`src/rtl/core/ffha_pkg.sv`:
```
`timescale 1ns / 1ps
`default_nettype none
// ---------------------------------------------------------------------------
// First-fit heap allocator package
// Shared constants, status codes and controller/datapath command types.
// ---------------------------------------------------------------------------
package ffha_pkg;

    localparam int MaxBlocks   = 64;
    localparam int HeaderBytes = 32;
    localparam int AlignBytes  = 8;
    localparam int IdxW        = $clog2(MaxBlocks);
    localparam int CntW        = $clog2(MaxBlocks + 1);

    typedef enum logic [3:0] {
        ST_EXACT    = 4'd0,
        ST_SPLIT    = 4'd1,
        ST_NEW      = 4'd2,
        ST_BADSIZE  = 4'd3,
        ST_NOMEM    = 4'd4,
        ST_FULL     = 4'd5,
        ST_RETURNED = 4'd6,
        ST_KEPT     = 4'd7,
        ST_NOTFOUND = 4'd8
    } status_t;

    // Datapath operations issued by the controller.
    typedef enum logic [3:0] {
        OP_NONE,
        OP_LOAD,      // capture request, set index 0
        OP_READ,      // read entry at index into entry register
        OP_NEXT,      // index <= index + 1
        OP_PREV,      // index <= index - 1
        OP_SETBUSY,   // write entry at index busy, length kept
        OP_SPLIT_HI,  // write entry at index as busy with rounded size
        OP_APPEND,    // write new entry at count, raise break
        OP_MOVE_UP,   // mem[idx] <= held entry, held <= read entry, idx++
        OP_MOVE_DOWN, // mem[idx-1] (or idx-2 when far) <= read entry, idx++
        OP_HOLD,      // held entry <= read entry, marked free
        OP_MERGE,     // held length grows by read length plus header
        OP_MERGE_LO,  // as merge, but the held entry takes the read start
        OP_STORE,     // write held entry at index
        OP_RETURN,    // lower break to held entry, count <= index
        OP_DONE       // latch result
    } op_t;

    typedef struct packed {
        op_t      op;
        status_t  status;
        logic     cnt_inc;
        logic     cnt_dec;
        logic     sel_addr;
        logic     far;
    } dp_cmd_t;

    typedef struct packed {
        logic     is_free;
        logic     size_zero;
        logic     size_ovf;
        logic     busy;
        logic     exact;
        logic     splits;
        logic     match;
        logic     idx_end;
        logic     idx_zero;
        logic     full;
        logic     nomem;
    } dp_stat_t;

endpackage
`default_nettype wire

```
`src/rtl/core/ffha_ctrl.sv`:
```
`timescale 1ns / 1ps
`default_nettype none
// ---------------------------------------------------------------------------
// Allocator controller
// Sequences the table walk, shifts, merges and the result beat.
// ---------------------------------------------------------------------------
module ffha_ctrl
    import ffha_pkg::*;
(
    input  wire logic    clk,
    input  wire logic    rst_n,
    input  wire logic    in_valid,
    output logic         in_ready,
    output logic         out_valid,
    input  wire logic    out_ready,
    input  wire dp_stat_t stat,
    output dp_cmd_t      cmd
);

    typedef enum logic [4:0] {
        S_IDLE, S_CHECK, S_ARD, S_AEVAL, S_SPLIT, S_SHUP_RD, S_SHUP_WR, S_APPEND,
        S_FRD, S_FEVAL, S_R_NX, S_R_CHK, S_R_EVAL, S_R_NX2, S_R_END, S_L_BACK,
        S_L_CHK, S_L_RD, S_L_EVAL, S_FIN, S_SKIP, S_SKIP2, S_SH_NX, S_SH_CHK,
        S_SH_WR, S_DONE, S_OUT
    } state_t;

    state_t    state_reg, state_next;
    dp_cmd_t   cmd_next;
    status_t   st_reg, st_next;
    logic      out_valid_next;
    logic      left_reg, left_next;   // free left neighbour merged
    logic      right_reg, right_next; // free right neighbour merged
    logic      last_reg, last_next;   // merged block ends the table

    // Next-state and command decode.
    always_comb
    begin
        state_next = state_reg;
        st_next    = st_reg;
        left_next  = left_reg;
        right_next = right_reg;
        last_next  = last_reg;
        cmd_next   = '{OP_NONE, ST_EXACT, 1'b0, 1'b0, 1'b0, 1'b0};
        out_valid_next = out_valid;
        unique case (state_reg)
            S_IDLE:
                if (in_valid)
                begin
                    cmd_next.op = OP_LOAD;
                    state_next  = S_CHECK;
                end
            S_CHECK:
                if (stat.is_free)
                begin
                    state_next = S_FRD;
                end
                else if (stat.size_zero)
                begin
                    st_next = ST_BADSIZE; state_next = S_DONE;
                end
                else if (stat.size_ovf)
                begin
                    st_next = ST_NOMEM; state_next = S_DONE;
                end
                else
                begin
                    state_next = S_ARD;
                end
            S_ARD:
                if (stat.idx_end)
                begin
                    state_next = S_APPEND;
                end
                else
                begin
                    cmd_next.op = OP_READ; state_next = S_AEVAL;
                end
            S_AEVAL:
                if (stat.busy)
                begin
                    cmd_next.op = OP_NEXT; state_next = S_ARD;
                end
                else if (stat.exact)
                begin
                    cmd_next.op = OP_SETBUSY; cmd_next.sel_addr = 1'b1;
                    st_next = ST_EXACT; state_next = S_DONE;
                end
                else if (stat.splits)
                begin
                    if (stat.full)
                    begin
                        st_next = ST_FULL; state_next = S_DONE;
                    end
                    else
                    begin
                        cmd_next.op = OP_SPLIT_HI; st_next = ST_SPLIT;
                        state_next = S_SPLIT;
                    end
                end
                else
                begin
                    cmd_next.op = OP_NEXT; state_next = S_ARD;
                end
            S_SPLIT:
            begin
                // Walk upward inserting the remainder and carrying each entry.
                cmd_next.op = OP_NEXT; state_next = S_SHUP_RD;
            end
            S_SHUP_RD:
                if (stat.idx_end)
                begin
                    cmd_next.op = OP_STORE; cmd_next.cnt_inc = 1'b1;
                    state_next = S_DONE;
                end
                else
                begin
                    cmd_next.op = OP_READ; state_next = S_SHUP_WR;
                end
            S_SHUP_WR:
            begin
                cmd_next.op = OP_MOVE_UP; state_next = S_SHUP_RD;
            end
            S_APPEND:
                if (stat.nomem)
                begin
                    st_next = ST_NOMEM; state_next = S_DONE;
                end
                else if (stat.full)
                begin
                    st_next = ST_FULL; state_next = S_DONE;
                end
                else
                begin
                    cmd_next.op = OP_APPEND; cmd_next.cnt_inc = 1'b1;
                    st_next = ST_NEW; state_next = S_DONE;
                end
            // Free: search for the entry whose payload offset matches.
            S_FRD:
                if (stat.idx_end)
                begin
                    st_next = ST_NOTFOUND; state_next = S_DONE;
                end
                else
                begin
                    cmd_next.op = OP_READ; state_next = S_FEVAL;
                end
            S_FEVAL:
                if (stat.match)
                begin
                    cmd_next.op = OP_HOLD; state_next = S_R_NX;
                    left_next = 1'b0; right_next = 1'b0; last_next = 1'b0;
                end
                else
                begin
                    cmd_next.op = OP_NEXT; state_next = S_FRD;
                end
            // Right neighbour first; also find out whether the merge reaches the end.
            S_R_NX:
            begin
                cmd_next.op = OP_NEXT; state_next = S_R_CHK;
            end
            S_R_CHK:
                if (stat.idx_end)
                begin
                    last_next = 1'b1; state_next = S_L_BACK;
                end
                else
                begin
                    cmd_next.op = OP_READ; state_next = S_R_EVAL;
                end
            S_R_EVAL:
                if (!stat.busy)
                begin
                    cmd_next.op = OP_MERGE; right_next = 1'b1; state_next = S_R_NX2;
                end
                else
                begin
                    state_next = S_L_BACK;
                end
            S_R_NX2:
            begin
                cmd_next.op = OP_NEXT; state_next = S_R_END;
            end
            S_R_END:
            begin
                last_next = stat.idx_end;
                cmd_next.op = OP_PREV; state_next = S_L_BACK;
            end
            S_L_BACK:
            begin
                cmd_next.op = OP_PREV; state_next = S_L_CHK;
            end
            // Left neighbour; the index ends on the head of the merged block.
            S_L_CHK:
                if (stat.idx_zero)
                begin
                    state_next = S_FIN;
                end
                else
                begin
                    cmd_next.op = OP_PREV; state_next = S_L_RD;
                end
            S_L_RD:
            begin
                cmd_next.op = OP_READ; state_next = S_L_EVAL;
            end
            S_L_EVAL:
                if (!stat.busy)
                begin
                    cmd_next.op = OP_MERGE_LO; left_next = 1'b1; state_next = S_FIN;
                end
                else
                begin
                    cmd_next.op = OP_NEXT; state_next = S_FIN;
                end
            S_FIN:
                if (last_reg)
                begin
                    // Merged block is the tail: drop it and lower the break.
                    cmd_next.op = OP_RETURN; st_next = ST_RETURNED; state_next = S_DONE;
                end
                else
                begin
                    cmd_next.op = OP_STORE; st_next = ST_KEPT;
                    state_next = (left_reg || right_reg) ? S_SKIP : S_DONE;
                end
            // Step past the absorbed slots to the first entry that moves down.
            S_SKIP:
            begin
                cmd_next.op = OP_NEXT;
                state_next  = (left_reg && right_reg) ? S_SKIP2 : S_SH_NX;
            end
            S_SKIP2:
            begin
                cmd_next.op = OP_NEXT; state_next = S_SH_NX;
            end
            S_SH_NX:
            begin
                cmd_next.op = OP_NEXT; state_next = S_SH_CHK;
            end
            S_SH_CHK:
                if (stat.idx_end)
                begin
                    cmd_next.cnt_dec = 1'b1; cmd_next.far = left_reg && right_reg;
                    state_next = S_DONE;
                end
                else
                begin
                    cmd_next.op = OP_READ; state_next = S_SH_WR;
                end
            S_SH_WR:
            begin
                cmd_next.op  = OP_MOVE_DOWN;
                cmd_next.far = left_reg && right_reg;
                state_next   = S_SH_CHK;
            end
            S_DONE:
            begin
                cmd_next.op = OP_DONE; cmd_next.status = st_reg;
                out_valid_next = 1'b1; state_next = S_OUT;
            end
            S_OUT:
                if (out_ready)
                begin
                    out_valid_next = 1'b0; state_next = S_IDLE;
                end
            default: state_next = S_IDLE;
        endcase
    end

    assign in_ready = (state_reg == S_IDLE);

    // State and registered flags.
    always_ff @(posedge clk or negedge rst_n)
    begin
        if (!rst_n)
        begin
            state_reg <= S_IDLE;
            st_reg    <= ST_EXACT;
            left_reg  <= 1'b0;
            right_reg <= 1'b0;
            last_reg  <= 1'b0;
            out_valid <= 1'b0;
        end
        else
        begin
            state_reg <= state_next;
            st_reg    <= st_next;
            left_reg  <= left_next;
            right_reg <= right_next;
            last_reg  <= last_next;
            out_valid <= out_valid_next;
        end
    end

    assign cmd = cmd_next;

endmodule
`default_nettype wire

```
`config.mk`:
```
export PLATFORM = sky130hd
export DESIGN_NAME = ffha_ctrl
export DESIGN_NICKNAME = d
export VERILOG_FILES = /design/src/rtl/core/ffha_pkg.sv /design/src/rtl/core/ffha_ctrl.sv
export SDC_FILE = /design/constraint.sdc
export NUM_CORES = 1
export LEC_CHECK = 0
export ABC_AREA = 1
export BUFFER_PORTS_ARGS = -buffer_cell sky130_fd_sc_hd__buf_2
export CORE_UTILIZATION = 59
export DETAILED_ROUTE_END_ITERATION = 7
export PLACE_DENSITY = 0.81
export SETUP_SLACK_MARGIN = 0.1
export SKIP_LAST_GASP = 1
export SYNTH_ARGS = -nofsm -noshare
export SYNTH_HDL_FRONTEND = slang
export SYNTH_SLANG_ARGS = --single-unit
```
`constraint.sdc`:
```
create_clock -name clk -period 2.15 [get_ports clk]
set_input_delay 0.215 -clock clk [delete_from_list [all_inputs] [get_ports clk]]
set_output_delay 0.215 -clock clk [all_outputs]
set_load 0.05 [all_outputs]
```
# After elaboration in Yosys (flattened, before gate mapping)
# Cells that the tools add are included.
[totals]
elab_cells = 129
regBits = 13
[classes]
eq_ne = 37
mux = 67
reduce_logical = 19
[op_table]
columns = ["cell", "count"]
rows = [
  ["$pmux 5 s25", 1],
  ["$mux 4", 16],
  ["$pmux 4 s16", 1],
  ["$eq 5x5->1 const B", 11],
  ["$mux 5", 11],
  ["$eq 5x4->1 const B", 8],
  ["$mux 3", 9],
  ["$eq 5x3->1 const B", 4],
  ["$pmux 4 s5", 1],
  ["$ne 2x2->1 const B", 9],
  ["$mux 1", 15],
  ["$mux 2", 7],
  ["$eq 5x2->1 const B", 2],
  ["$pmux 1 s2", 5],
  ["$reduce_and 3->1", 3],
  ["$ne 3x3->1 const B", 2],
  ["$reduce_and 6->1", 1],
  ["$reduce_bool 2->1", 3],
  ["$reduce_or 2->1", 3],
  ["$reduce_or 6->1", 1],
  ["$eq 5x1->1 const B", 1],
  ["$logic_not 5->1", 1],
  ["$reduce_bool 5->1", 1],
  ["$reduce_and 2->1", 2],
  ["other kinds (5)", 5],
]

# Longest topological paths before layout
# Gate-level depths: netlist (run 1).
[depth]
depth_word = 5
ltp_mapped = 10

# Worst setup path after synthesis (run 1)
# Ideal clock, no wire load.
[synth_timing]
path_kind = "flip-flop to output port"
from = "reg state_reg[4]"
to = "out cmd[8] (netlist bit)"
slack_ns = -0.152
stages_incl_launch_ff = 9
arrival_time_ns = 2.087
required_ns = 1.935
cell_sequence = "dfrtp_1 buf_6 inv_2 nand2_1 nor2_1 nand2_1 o21ai_0 nor2_1 nand4_1"
[synth_rtl]
columns = ["item", "line_no", "rtl"]
rows = [
  ["start, declared", "ffha_ctrl.sv:27", "state_t state_reg, state_next;"],
  ["start signal, assigned", "ffha_ctrl.sv:287", "state_reg <= state_next;"],
  ["end, declared", "ffha_ctrl.sv:17", "output dp_cmd_t cmd"],
]

==> results of run 1 <==
## synth_stat cells, drive strengths merged
cell type,n
nand3b,2
or2,1
buf,1
a31oi,1
o21ai,11
o21bai,1
nor3,4
nand2,88
a21oi,5
inv,34
o211ai,3
o31ai,1
nand3,28
nor2,65
nand4,9
dfrtp,13
## cell usage in the layout, fill, tap and decap left out, drive strengths merged, types with 3 or more instances in the layout
cell    count
nor2       65
o21ai      11
dfrtp      13
o211ai      3
clkbuf      8
a21oi       5
buf        35
nand4       9
nand3      28
nor3        4
nand2      88
inv        34
## cell type report
class	instances	area, sq um	area share [%]
clock buffers	4	26.28	1.403
repair buffers	40	264.0	14.09
multi-input cells	219	1086	57.98
well taps	28	35.03	1.870
inverters	34	130.1	6.947
flip-flops and latches	13	331.6	17.70
## critical path, delay by kind of cell, from the launching register on
kind	cells	cell delay (ns)
AND/OR/NAND/NOR	5	0.59
flip-flops	1	0.50
buffers and inverters	3	0.43
## power groups by stage
stage | logic [W] | clock network, W | registers, W
floorplan | 0.00129 | 0 | 0.000487
global placement | 0.00163 | 0 | 0.000506
detailed placement | 0.00163 | 0 | 0.000512
CTS | 0.00174 | 0.000166 | 0.000534
global route | 0.00223 | 0.000183 | 0.000567
finish | 0.00208 | 0.000176 | 0.000558
## stage by stage
step                      cells  setup slack (ns)  util, %
after floorplan             267            0.1018        -
after global placement      324            0.1867    71.81
after detailed placement    324            0.1940    71.81
after CTS                   329            0.1102    75.53
after global routing        338           0.04534    83.07
final                       338            0.1147    83.07
## layer usage
layer	track usage [%]	vias up
li1	-	942
met1	52.90	882
met2	61.62	174
met3	6.845	46
met4	21.17	0
met5	0	-
## worst paths after layout
path / start / end / slack (ns) / cells after the start
min in group asynchronous: rst_n / right_reg / 0.33 / 2
max in group asynchronous: rst_n / state_reg[4] / 1.53 / 2
min reg2reg: st_reg[3] / st_reg[3] / 0.49 / 2
min: out_ready / out_valid / 0.13 / 2
max: state_reg[2] / cmd[8] / 0.11 / 8
max reg2reg: state_reg[2] / st_reg[0] / 0.48 / 9
## cell families after synthesis
kind of cell	share of synthesized area [%]
AND/OR/NAND/NOR	59.02
AO/OA/AOI/OAI	8.631
flip-flops	22.67
buffers and inverters	9.677
## timing repair
item | 4_1_cts | 5_1_grt
hold buffers | 1 | 0
gates resized for setup | 19 | 36
pin swaps | 0 | 4
buffers inserted | 0 | 9
endpoints found under the setup margin | 10 | 10
hold endpoints to repair | 13 | 0
==> impl_results.md, run 1 <==
* CP Max Fanout at 5
* Max cap viols at 0
* Synth area leaders: dfrtp_1, nand2_1, nor2_1
* CP dominant cell by count: nand2_1
* Worst skew pair latency at 0.30 ns
* Fin Hold WS at 0.1319 ns
* CTS tree: built
* Cells along the critical path: buf_4 > nand2_1 > inv_2 > nand2_1 > nand3_1 > nor2_2 > nand4_1 > buf_6
* Met2 routed WL at 2.208 mm
* Die width at 51.32 microns
* Clock share of power at 6.3%
* Slew Viols, Final at 0
* RePlAce Congestion at 1.096
* Vias in the first global route at 1,719
* Final WL at 5.127 mm
* Largest register FFs at 5
* Die Ht at 51.32 microns
* CP endpoint kind: primary output
* Avg WL per Cell at 15.17 microns
* Post-DP HPWL at 3.730 mm
* Final setup viols at 0
* Final ANT Viol Nets at 0
* CP Launch Type: flip-flop
* Clk sinks at 13
* Post-synth top area cell: dfrtp_1
* All-Layer GR Usage at 39.99%
* CTS buffer count at 3
* Vias per cell at 6.047
* Fill count at 160
* Core area at 2255 sq um
* First-pass GRT wire length at 7.721 mm
* Via count at 2,044
* Initial antenna violation count at 0
* Part of the power in combinational logic at 73.9%
* Clock slew at reported path FFs at 0.11 ns
* Metal-1 WL at 1.978 mm
* Internal at 0.001133 W
* CP arrival at 1.82 ns
* Top routing layer used: met4
* Max frequency at 0.4913 GHz
* Worst-Margin Slew at 0.3469 ns
* Synth Register Bits at 13
* Mapped Nets at 282
* Min Tclk post-route at 2.035 ns
* Final period util at 94.66%
* Switch Pwr at 0.001678 W
* PD cells at 1501 nW/um^2
* Status: finished, final reports clean
* WL met3 at 648 microns
* CP peak stage delay at 0.50 ns
* Clk_skew at 0.01730 ns
* Hold crit path type: primary input to flip-flop
* Sequential area share after synthesis at 22.67%
* Reg power frac at 19.9%
* Syn_area_per_cell at 5.375 sq um
* Htree depth at 1
* Critical-path top delay cell: dfrtp_2
* Area Overhead vs Synth at 30.51%
* Slew margin rel. at 76.69%
* Switching Fraction at 59.70%
* Largest net degree at the start of global routing at 14
* Initial Util at 63.65%
* Ant. Diodes at 0
* DRC at 0
* Cells after synthesis at 267
* Share of cells above drive strength 1 at 29.35%
* GRT overflow at 0
* Worst endpoint required time at 1.93 ns
* Fin nets at 326
* YS warnings at 0
* Initial drt markers at 192
* Setup TNS Final at 0 ns
* Post-synth top area share at 22.67%
* Drt pass-1 iters at 5
* Post-synthesis cell type count at 22
* Final instance area at 1873 sq um
* VDD IR-drop max at 1.635 mV
* Io pins at 29
* Placed cell area at 1619 sq um
* RSZ-0062 raised after global routing: yes
* Worst setup path category: flip-flop to primary output
* LEAKAGE at 1.073 nW
* Die ar. at 2634 sq um
* Final hold vios at 0
* Total Power at 0.002811 W
* FP Rows at 17
* Cell area after synthesis at 1435 sq um
* Clk root buf: clkbuf_4
* PortBufs at 28
* Clock Path Buffers at 2
Note: power is estimated with default switching activity, not from simulation.
==> inputs of run 2 (changes only) <==
--- a/config.mk
+++ b/config.mk
@@ -6,10 +6,10 @@
 export NUM_CORES = 1
 export LEC_CHECK = 0
 export ABC_AREA = 1
-export BUFFER_PORTS_ARGS = -buffer_cell sky130_fd_sc_hd__buf_2
-export CORE_UTILIZATION = 59
+export CORE_UTILIZATION = 57
 export DETAILED_ROUTE_END_ITERATION = 7
-export PLACE_DENSITY = 0.81
+export DONT_BUFFER_PORTS = 1
+export PLACE_DENSITY = 0.71
 export SETUP_SLACK_MARGIN = 0.1
 export SKIP_LAST_GASP = 1
 export SYNTH_ARGS = -nofsm -noshare
==> constraint.sdc (replaced) <==
create_clock -name clk -period 1.8 [get_ports clk]
set_input_delay 0.18 -clock clk [delete_from_list [all_inputs] [get_ports clk]]
set_output_delay 0.18 -clock clk [all_outputs]
set_load 0.05 [all_outputs]
==> impl_results.md, run 2 <==
* Clk sinks at 13 (unchanged)
* PortBufs at 0 (was 28)
* Compound-Gate Fraction of Synth Area at 8.631% (unchanged)
* Status: stopped before the end (was finished, final reports clean)
* Dpl ws at 0.02233 ns (was 0.1940 ns)
* Initial Util at 62.47% (was 63.65%)
* Largest net degree at the start of global routing at 14
* Post-synth ARST share at 100.0% (unchanged)
* Err: [ERROR GRT-0232] Routing congestion too high. Check the congestion heatmap in the GUI.
* Sequential area share after synthesis at 22.67% (unchanged)
* Mux contribution to synthesized area at 0% (unchanged)
* Clock Path Buffers at 2 (unchanged)
* Io pins at 29 (unchanged)
* Synth Register Bits at 13 (unchanged)
* Post-synth top area share at 22.67% (unchanged)
* Post-Place Cells at 313 (was 324)
* Post-DP HPWL at 3.770 mm (was 3.730 mm)
* All-Layer GR Usage at 68.43%
* Adder-cell area share of the yosys netlist at 0% (unchanged)
* Post-GRT worst EP: cmd[8]
* Top_reg_cell synth: dfrtp_1 (unchanged)
* Cells after synthesis at 267 (unchanged)
* Post-synthesis cell type count at 22 (unchanged)
* Mapped Nets at 282 (unchanged)
* YS warnings at 0 (unchanged)
* GRT overflow at 25
* CTS buffer count at 3 (unchanged)
* Cell area after synthesis at 1435 sq um (unchanged)
* Top cells by count, synth: nand2_1, nor2_1, inv_1 (unchanged)
* Die width at 52.18 microns (was 51.32 microns)
* Clk root buf: clkbuf_4 (unchanged)
* Main combinational cell family by area after synthesis: simple AND/OR/NAND/NOR gates (unchanged)
* XOR/XNOR share of the synthesized area at 0% (unchanged)
* Die Ht at 52.18 microns (was 51.32 microns)
* Stopped at: 5_1_grt
* Synth area leaders: dfrtp_1, nand2_1, nor2_1 (unchanged)
* RePlAce Congestion at 1.144 (was 1.096)
* FP Rows at 17 (unchanged)
* Simple-Gate Fraction of Synth Area at 59.02% (unchanged)
* Htree depth at 1 (unchanged)
* Post-synth EDFFs at 0 (unchanged)
* Worst endpoint pin kind: primary output
* Post-synth top area cell: dfrtp_1 (unchanged)
* Top-count cell post-synth: nand2_1 (unchanged)
* Syn_area_per_cell at 5.375 sq um (unchanged)
## run 2: cell counts after synthesis
No cell type changed its count.
## run 2: repair_timing
action / in CTS
pin swaps: 12
hold buffers: 2
setup endpoints to repair: 11
endpoints found under the hold margin: 14
resized for setup: 47
setup buffers: 6
## run 2: kinds of logic after synthesis
family | count (synthesis)
flip-flops | 13
buffers and inverters | 35
AO/OA/AOI/OAI | 22
AND/OR/NAND/NOR | 197
## run 2: layer usage
metal / overflow / GRT usage [%]
met5: 0 / 2.381
met4: 7 / 64.04
met3: 1 / 49.86
met2: 17 / 91.67
met1: 0 / 67.20
## run 2: stage by stage
stage | cell area (sq um) | hold slack, ns | utilization [%]
after floorplan | 1500 | -0.1156 | -
after global placement | 1767 | -0.1153 | 76.91
after detailed placement | 1767 | -0.1153 | 76.91
after CTS | 2004 | 0.05417 | 87.25
==> inputs of run 3 (changes only) <==
--- a/config.mk
+++ b/config.mk
@@ -6,11 +6,11 @@
 export NUM_CORES = 1
 export LEC_CHECK = 0
 export ABC_AREA = 1
-export CORE_UTILIZATION = 57
+export CORE_AREA = 2 2 63 65
 export DETAILED_ROUTE_END_ITERATION = 7
+export DIE_AREA = 0 0 65 67
 export DONT_BUFFER_PORTS = 1
-export PLACE_DENSITY = 0.71
-export SETUP_SLACK_MARGIN = 0.1
+export PLACE_DENSITY_LB_ADDON = 0.15
 export SKIP_LAST_GASP = 1
 export SYNTH_ARGS = -nofsm -noshare
 export SYNTH_HDL_FRONTEND = slang
==> constraint.sdc (replaced) <==
create_clock -name clk -period 2.35 [get_ports clk]
set_input_delay 0.235 -clock clk [delete_from_list [all_inputs] [get_ports clk]]
set_output_delay 0.235 -clock clk [all_outputs]
set_load 0.05 [all_outputs]
==> impl_results.md, run 3 (synthesized netlist as in run 1, its figures left out) <==
* Status: finished, final reports clean (was stopped before the end)
* Final hold vios at 0
* Clk_skew at 0.004707 ns
* Final WL at 4.820 mm
* CP Launch Type: flip-flop
* Ant. Diodes at 0
* CTS buffer count at 3 (unchanged)
* First-pass GRT wire length at 7.914 mm
* GRT overflow at 0
* Initial antenna violation count at 0
* Setup TNS Final at 0 ns
* Drt pass-1 iters at 4
* Avg WL per Cell at 14.56 microns
* Vias per cell at 5.218
* PD cells at 1400 nW/um^2
* CTS tree: built
* Slack of the critical path at 0.07124 ns
* Clk root buf: clkbuf_8 (was clkbuf_4)
* Switch Pwr at 0.001356 W
* Largest register FFs at 5
* Delay-heaviest family, CP: simple AND/OR/NAND/NOR gates
* Die Ht at 67 microns (was 52.18 microns)
* Io pins at 29 (unchanged)
* Most common cell after layout, fill and taps aside: nand2_1
* CP dominant cell by count: nand2_1
* All-Layer GR Usage at 24.05%
* Hold crit path type: primary input to flip-flop
* VDD IR-drop max at 0.6504 mV
* Worst-Margin Slew at 0.6664 ns
* Hold endpoint: out_valid
* Dpl ws at 0.3905 ns (was 0.02233 ns)
* Largest net degree at the start of global routing at 14
* RR Startpoint: state_reg[4]
* Share of cells above drive strength 1 at 10.60%
* Die ar. at 4355 sq um
* CP Max Fanout at 10
* Clk sinks at 13 (unchanged)
* PortBufs at 0 (unchanged)
* Worst skew pair latency at 0.26 ns
* Final setup viols at 0
* Post-DP HPWL at 4.010 mm (was 3.770 mm)
* Htree depth at 1 (unchanged)
* RePlAce Congestion at 1.032 (was 1.144)
* Reg power frac at 21.3%
* Max frequency at 0.4388 GHz
* Hold path startpoint: out_ready
* Max cap viols at 0
* # Post-CTS Setup Buffers at 0 (was 6)
* Slew Viols, Final at 0
* FF-to-FF setup slack at 0.56 ns
* Core area at 3606 sq um
* Die width at 65 microns (was 52.18 microns)
* CP endpoint kind: primary output
* Critical path startpoint: state_reg[4]
* Hold-critical path depth at 1
* Vias in the first global route at 1,689
* R2R Path End: st_reg[2]
* CP peak stage delay at 0.57 ns
* Via count at 1,727
* Most frequent cells in the layout: nand2_1, nor2_1, inv_1
* LEAKAGE at 0.9517 nW
* Final ANT Viol Nets at 0
* Area Overhead vs Synth at 14.56%
* DRC at 0
* Final period util at 96.97%
* Fin nets at 299
* Switching Fraction at 58.92%
* Cells along the critical path: inv_2 > nand2_1 > nor2_1 > nand2_1 > nand2_1 > nor2_1 > nand4_1 > buf_12
* Initial Util at 39.80% (was 62.47%)
* Part of the power in combinational logic at 69.1%
* FP Rows at 22 (was 17)
* RSZ-0062 raised after global routing: no
* Clock slew at reported path FFs at 0.07 ns
* Clock Path Buffers at 2 (unchanged)
* Worst setup path category: flip-flop to primary output
* WP buf/inv at 2
* Internal at 0.0009453 W
* Worst endpoint required time at 2.12 ns
* Initial drt markers at 130
* Slew margin rel. at 55.43%
* CP arrival at 2.04 ns
* Clock share of power at 9.5%
* Min Tclk post-route at 2.279 ns
* Worst Reg-to-Reg Cells at 8
* Critical-path top delay cell: dfrtp_1
run 3: worst max path at each step:
stage / to / depth (start not counted)
finish: cmd[8] / 8
global route: cmd[10] / 9
CTS: cmd[8] / 8
detailed placement: cmd[8] / 8
global placement: cmd[11] / 7
floorplan: cmd[8] / 8
run 3: timing repair:
item,in CTS,in global routing
setup endpoints to repair,0,1
hold endpoints to repair,13,0
hold buffers,1,0
gates resized for setup,0,1
run 3: area by class of cell:
| cell class | instances | area [sq um] |
|---|---|---|
| repair buffers | 13 | 112.6 |
| well taps | 48 | 60.06 |
| clock buffers | 4 | 45.04 |
| fillers | 412 | 1962 |
| multi-input cells | 219 | 973.4 |
| flip-flops and latches | 13 | 325.3 |
| inverters | 34 | 127.6 |
run 3: worst reg2reg max path: cells and delay by family, from the launching register on:
kind          cells  cell delay, ns
flops             1            0.51
buf+inv           1            0.22
simple gates      7            0.94
run 3: through the flow:
| stage | total power (W) | cells | instance area, sq um | hold slack, ns | util [%] |
|---|---|---|---|---|---|
| finish | 0.002301 | 331 | 1644 | 0.06323 | 45.59 |
| global route | 0.002486 | 331 | 1644 | 0.07750 | 45.59 |
| CTS | 0.002278 | 331 | 1642 | 0.06849 | 45.52 |
| detailed placement | 0.002049 | 326 | 1587 | -0.06023 | 44.00 |
| global placement | 0.002075 | 326 | 1587 | -0.06031 | 44.00 |
| floorplan | 0.001622 | 267 | 1435 | -0.06059 | - |
run 3: power groups by stage:
stage | logic, W | clock network, W | registers (W)
2_1_floorplan | 0.00118 | 0 | 0.000446
4_1_cts | 0.00157 | 0.000219 | 0.000492
3_5_place_dp | 0.00155 | 0 | 0.000495
6_report | 0.00159 | 0.000219 | 0.000491
3_3_place_gp | 0.00158 | 0 | 0.000494
5_1_grt | 0.00174 | 0.000231 | 0.000511
run 3: per-layer routing:
metal | routed length (microns) | track usage, % | vias to the layer above
li1 | - | - | 888
met2 | 2104 | 37.24 | 72
met3 | 334 | 2.872 | 18
met4 | 170 | 11.70 | 0
met5 | 0 | 0 | -
met1 | 2210 | 32.96 | 749
==> inputs of run 4 (changes only) <==
--- a/config.mk
+++ b/config.mk
@@ -10,7 +10,7 @@
 export DETAILED_ROUTE_END_ITERATION = 7
 export DIE_AREA = 0 0 65 67
 export DONT_BUFFER_PORTS = 1
-export PLACE_DENSITY_LB_ADDON = 0.15
+export PLACE_DENSITY = 0.51
 export SKIP_LAST_GASP = 1
 export SYNTH_ARGS = -nofsm -noshare
 export SYNTH_HDL_FRONTEND = slang
==> impl_results.md, run 4 (synthesized netlist as in run 1, its figures left out) <==
* Most frequent cells in the layout: nand2_1, nor2_1, inv_1 (unchanged)
* Fin nets at 300 (was 299)
* Via count at 1,809 (was 1,727)
* Vias in the first global route at 1,785 (was 1,689)
* Final ANT Viol Nets at 0 (unchanged)
* Initial antenna violation count at 0 (unchanged)
* Clk_skew at 0.002570 ns (was 0.004707 ns)
* LEAKAGE at 0.9571 nW (was 0.9517 nW)
* PD cells at 1406 nW/um^2 (was 1400 nW/um^2)
* Area Overhead vs Synth at 15.17% (was 14.56%)
* CTS buffer count at 3 (unchanged)
* Worst-Margin Slew at 0.6897 ns (was 0.6664 ns)
* Clock Path Buffers at 2 (unchanged)
* Most common cell after layout, fill and taps aside: nand2_1 (unchanged)
* CP arrival at 1.98 ns (was 2.04 ns)
* Largest net degree at the start of global routing at 14 (unchanged)
* Io pins at 29 (unchanged)
* Die width at 65 microns (unchanged)
* Cells along the critical path: inv_1 > nor2_1 > nand2_1 > nor2_1 > nand2_1 > nand2_1 > nor2_1 > nand4_1 > buf_12 (was inv_2 > nand2_1 > nor2_1 > nand2_1 > nand2_1 > nor2_1 > nand4_1 > buf_12)
* PortBufs at 0 (unchanged)
* CP peak stage delay at 0.42 ns (was 0.57 ns)
* CTS tree: built (unchanged)
* Final hold vios at 0 (unchanged)
* RSZ-0062 raised after global routing: yes (was no)
* Hold crit path type: primary input to flip-flop (unchanged)
* Worst skew pair latency at 0.25 ns (was 0.26 ns)
* FP Rows at 22 (unchanged)
* Status: finished, final reports clean (unchanged)
* Fin Hold WS at 0.07380 ns (was 0.06323 ns)
* Htree depth at 1 (unchanged)
* Clock slew at reported path FFs at 0.06 ns (was 0.07 ns)
* Vias per cell at 5.449 (was 5.218)
* Worst endpoint required time at 2.12 ns (about the same)
* VDD IR-drop max at 0.9474 mV (was 0.6504 mV)
* Worst setup path category: flip-flop to primary output (unchanged)
* Clk sinks at 13 (unchanged)
* CP Max Fanout at 5 (was 10)
* First-pass GRT wire length at 8.466 mm (was 7.914 mm)
* All-Layer GR Usage at 26.00% (was 24.05%)
* Max frequency at 0.4516 GHz (was 0.4388 GHz)
* Post-DP HPWL at 4.022 mm (was 4.010 mm)
* Share of cells above drive strength 1 at 11.27% (was 10.60%)
* Final period util at 94.22% (was 96.97%)
* GRT overflow at 0 (unchanged)
* Avg WL per Cell at 14.85 microns (was 14.56 microns)
* Critical-path top delay cell: dfrtp_1 (unchanged)
* Final setup viols at 0 (unchanged)
* Min Tclk post-route at 2.214 ns (was 2.279 ns)
* Die ar. at 4355 sq um (unchanged)
* Die Ht at 67 microns (unchanged)
* Clk root buf: clkbuf_8 (unchanged)
* DRC at 0 (unchanged)
* CP endpoint kind: primary output (unchanged)
* Largest register FFs at 5 (unchanged)
* Slack of the critical path at 0.1358 ns (was 0.07124 ns)
* Max cap viols at 0 (unchanged)
* Ant. Diodes at 0 (unchanged)
* Final WL at 4.930 mm (was 4.820 mm)
* Dpl ws at 0.3662 ns (was 0.3905 ns)
* # Post-CTS Setup Buffers at 0 (unchanged)
* Core area at 3606 sq um (unchanged)
* CP Launch Type: flip-flop (unchanged)
* Initial drt markers at 168 (was 130)
* Drt pass-1 iters at 4 (unchanged)
* RePlAce Congestion at 0.9867 (was 1.032)
* Slew Viols, Final at 0 (unchanged)
* Initial Util at 39.80% (unchanged)
* Slew margin rel. at 53.87% (was 55.43%)
run 4: changes by cell type in the layout (fill, tap and decap cells not counted), sizes merged:
| cell | before | now |
|---|---|---|
| buf | 12 | 13 |
run 4: repair_timing:
item,CTS,global route
setup endpoints to repair,0,3
hold buffers,1,0
endpoints found under the hold margin,13,0
gates resized for setup,0,2
run 4: worst max-delay path: cells and delay by family, from the launching register on:
kind	cells	cell delay (ns)
buffers and inverters	2	0.27
DFF	1	0.42
and+or+nand+nor	7	1.04
run 4: through the flow:
step	area [sq um]	utilization, %	cells	power (W)	TNS [ns]
after floorplan	1435	-	267	0.001622	0
after global placement	1594	44.21	327	0.002104	0
after detailed placement	1594	44.21	327	0.002059	0
after CTS	1649	45.73	332	0.002288	0
after global routing	1653	45.84	332	0.002537	-0.005138
final	1653	45.84	332	0.002325	0
run 4: layer usage:
metal	track usage (%)	part of all wire (%)	vias up
met5	0	0	-
met3	6.419	8.4	28
met2	38.02	41	106
met4	16.49	5.5	0
met1	33.91	45	786
li1	-	-	889
run 4: path summary, 6_finish.rpt:
path	startpoint	endpoint	slack (ns)	depth (start not counted)
setup / recovery	state_reg[0]	cmd[8]	0.14	9
hold / removal	out_ready	out_valid	0.07	1
setup reg to reg	state_reg[4]	st_reg[0]	0.60	9
hold reg to reg	st_reg[3]	st_reg[3]	0.48	2
max in group asynchronous	rst_n	state_reg[4]	1.40	1
min in group asynchronous	rst_n	right_reg	0.46	1
run 4: area by class of cell:
cell class,instances,area [sq um]
multi-input combinational,219,973.4
fill,374,1953
sequential,13,326.6
tap,48,60.06
inverter,34,127.6
timing repair buffer,14,120.1
clock buffer,4,45.04
run 4: power breakdown:
group          switching, W  leakage [nW]  total [W]  internal [W]
combinational       0.00111         0.773    0.00161      0.000498
sequential         0.000166         0.161   0.000500      0.000334
clock             0.0000961        0.0228   0.000216      0.000120
total               0.00137         0.957    0.00232      0.000952
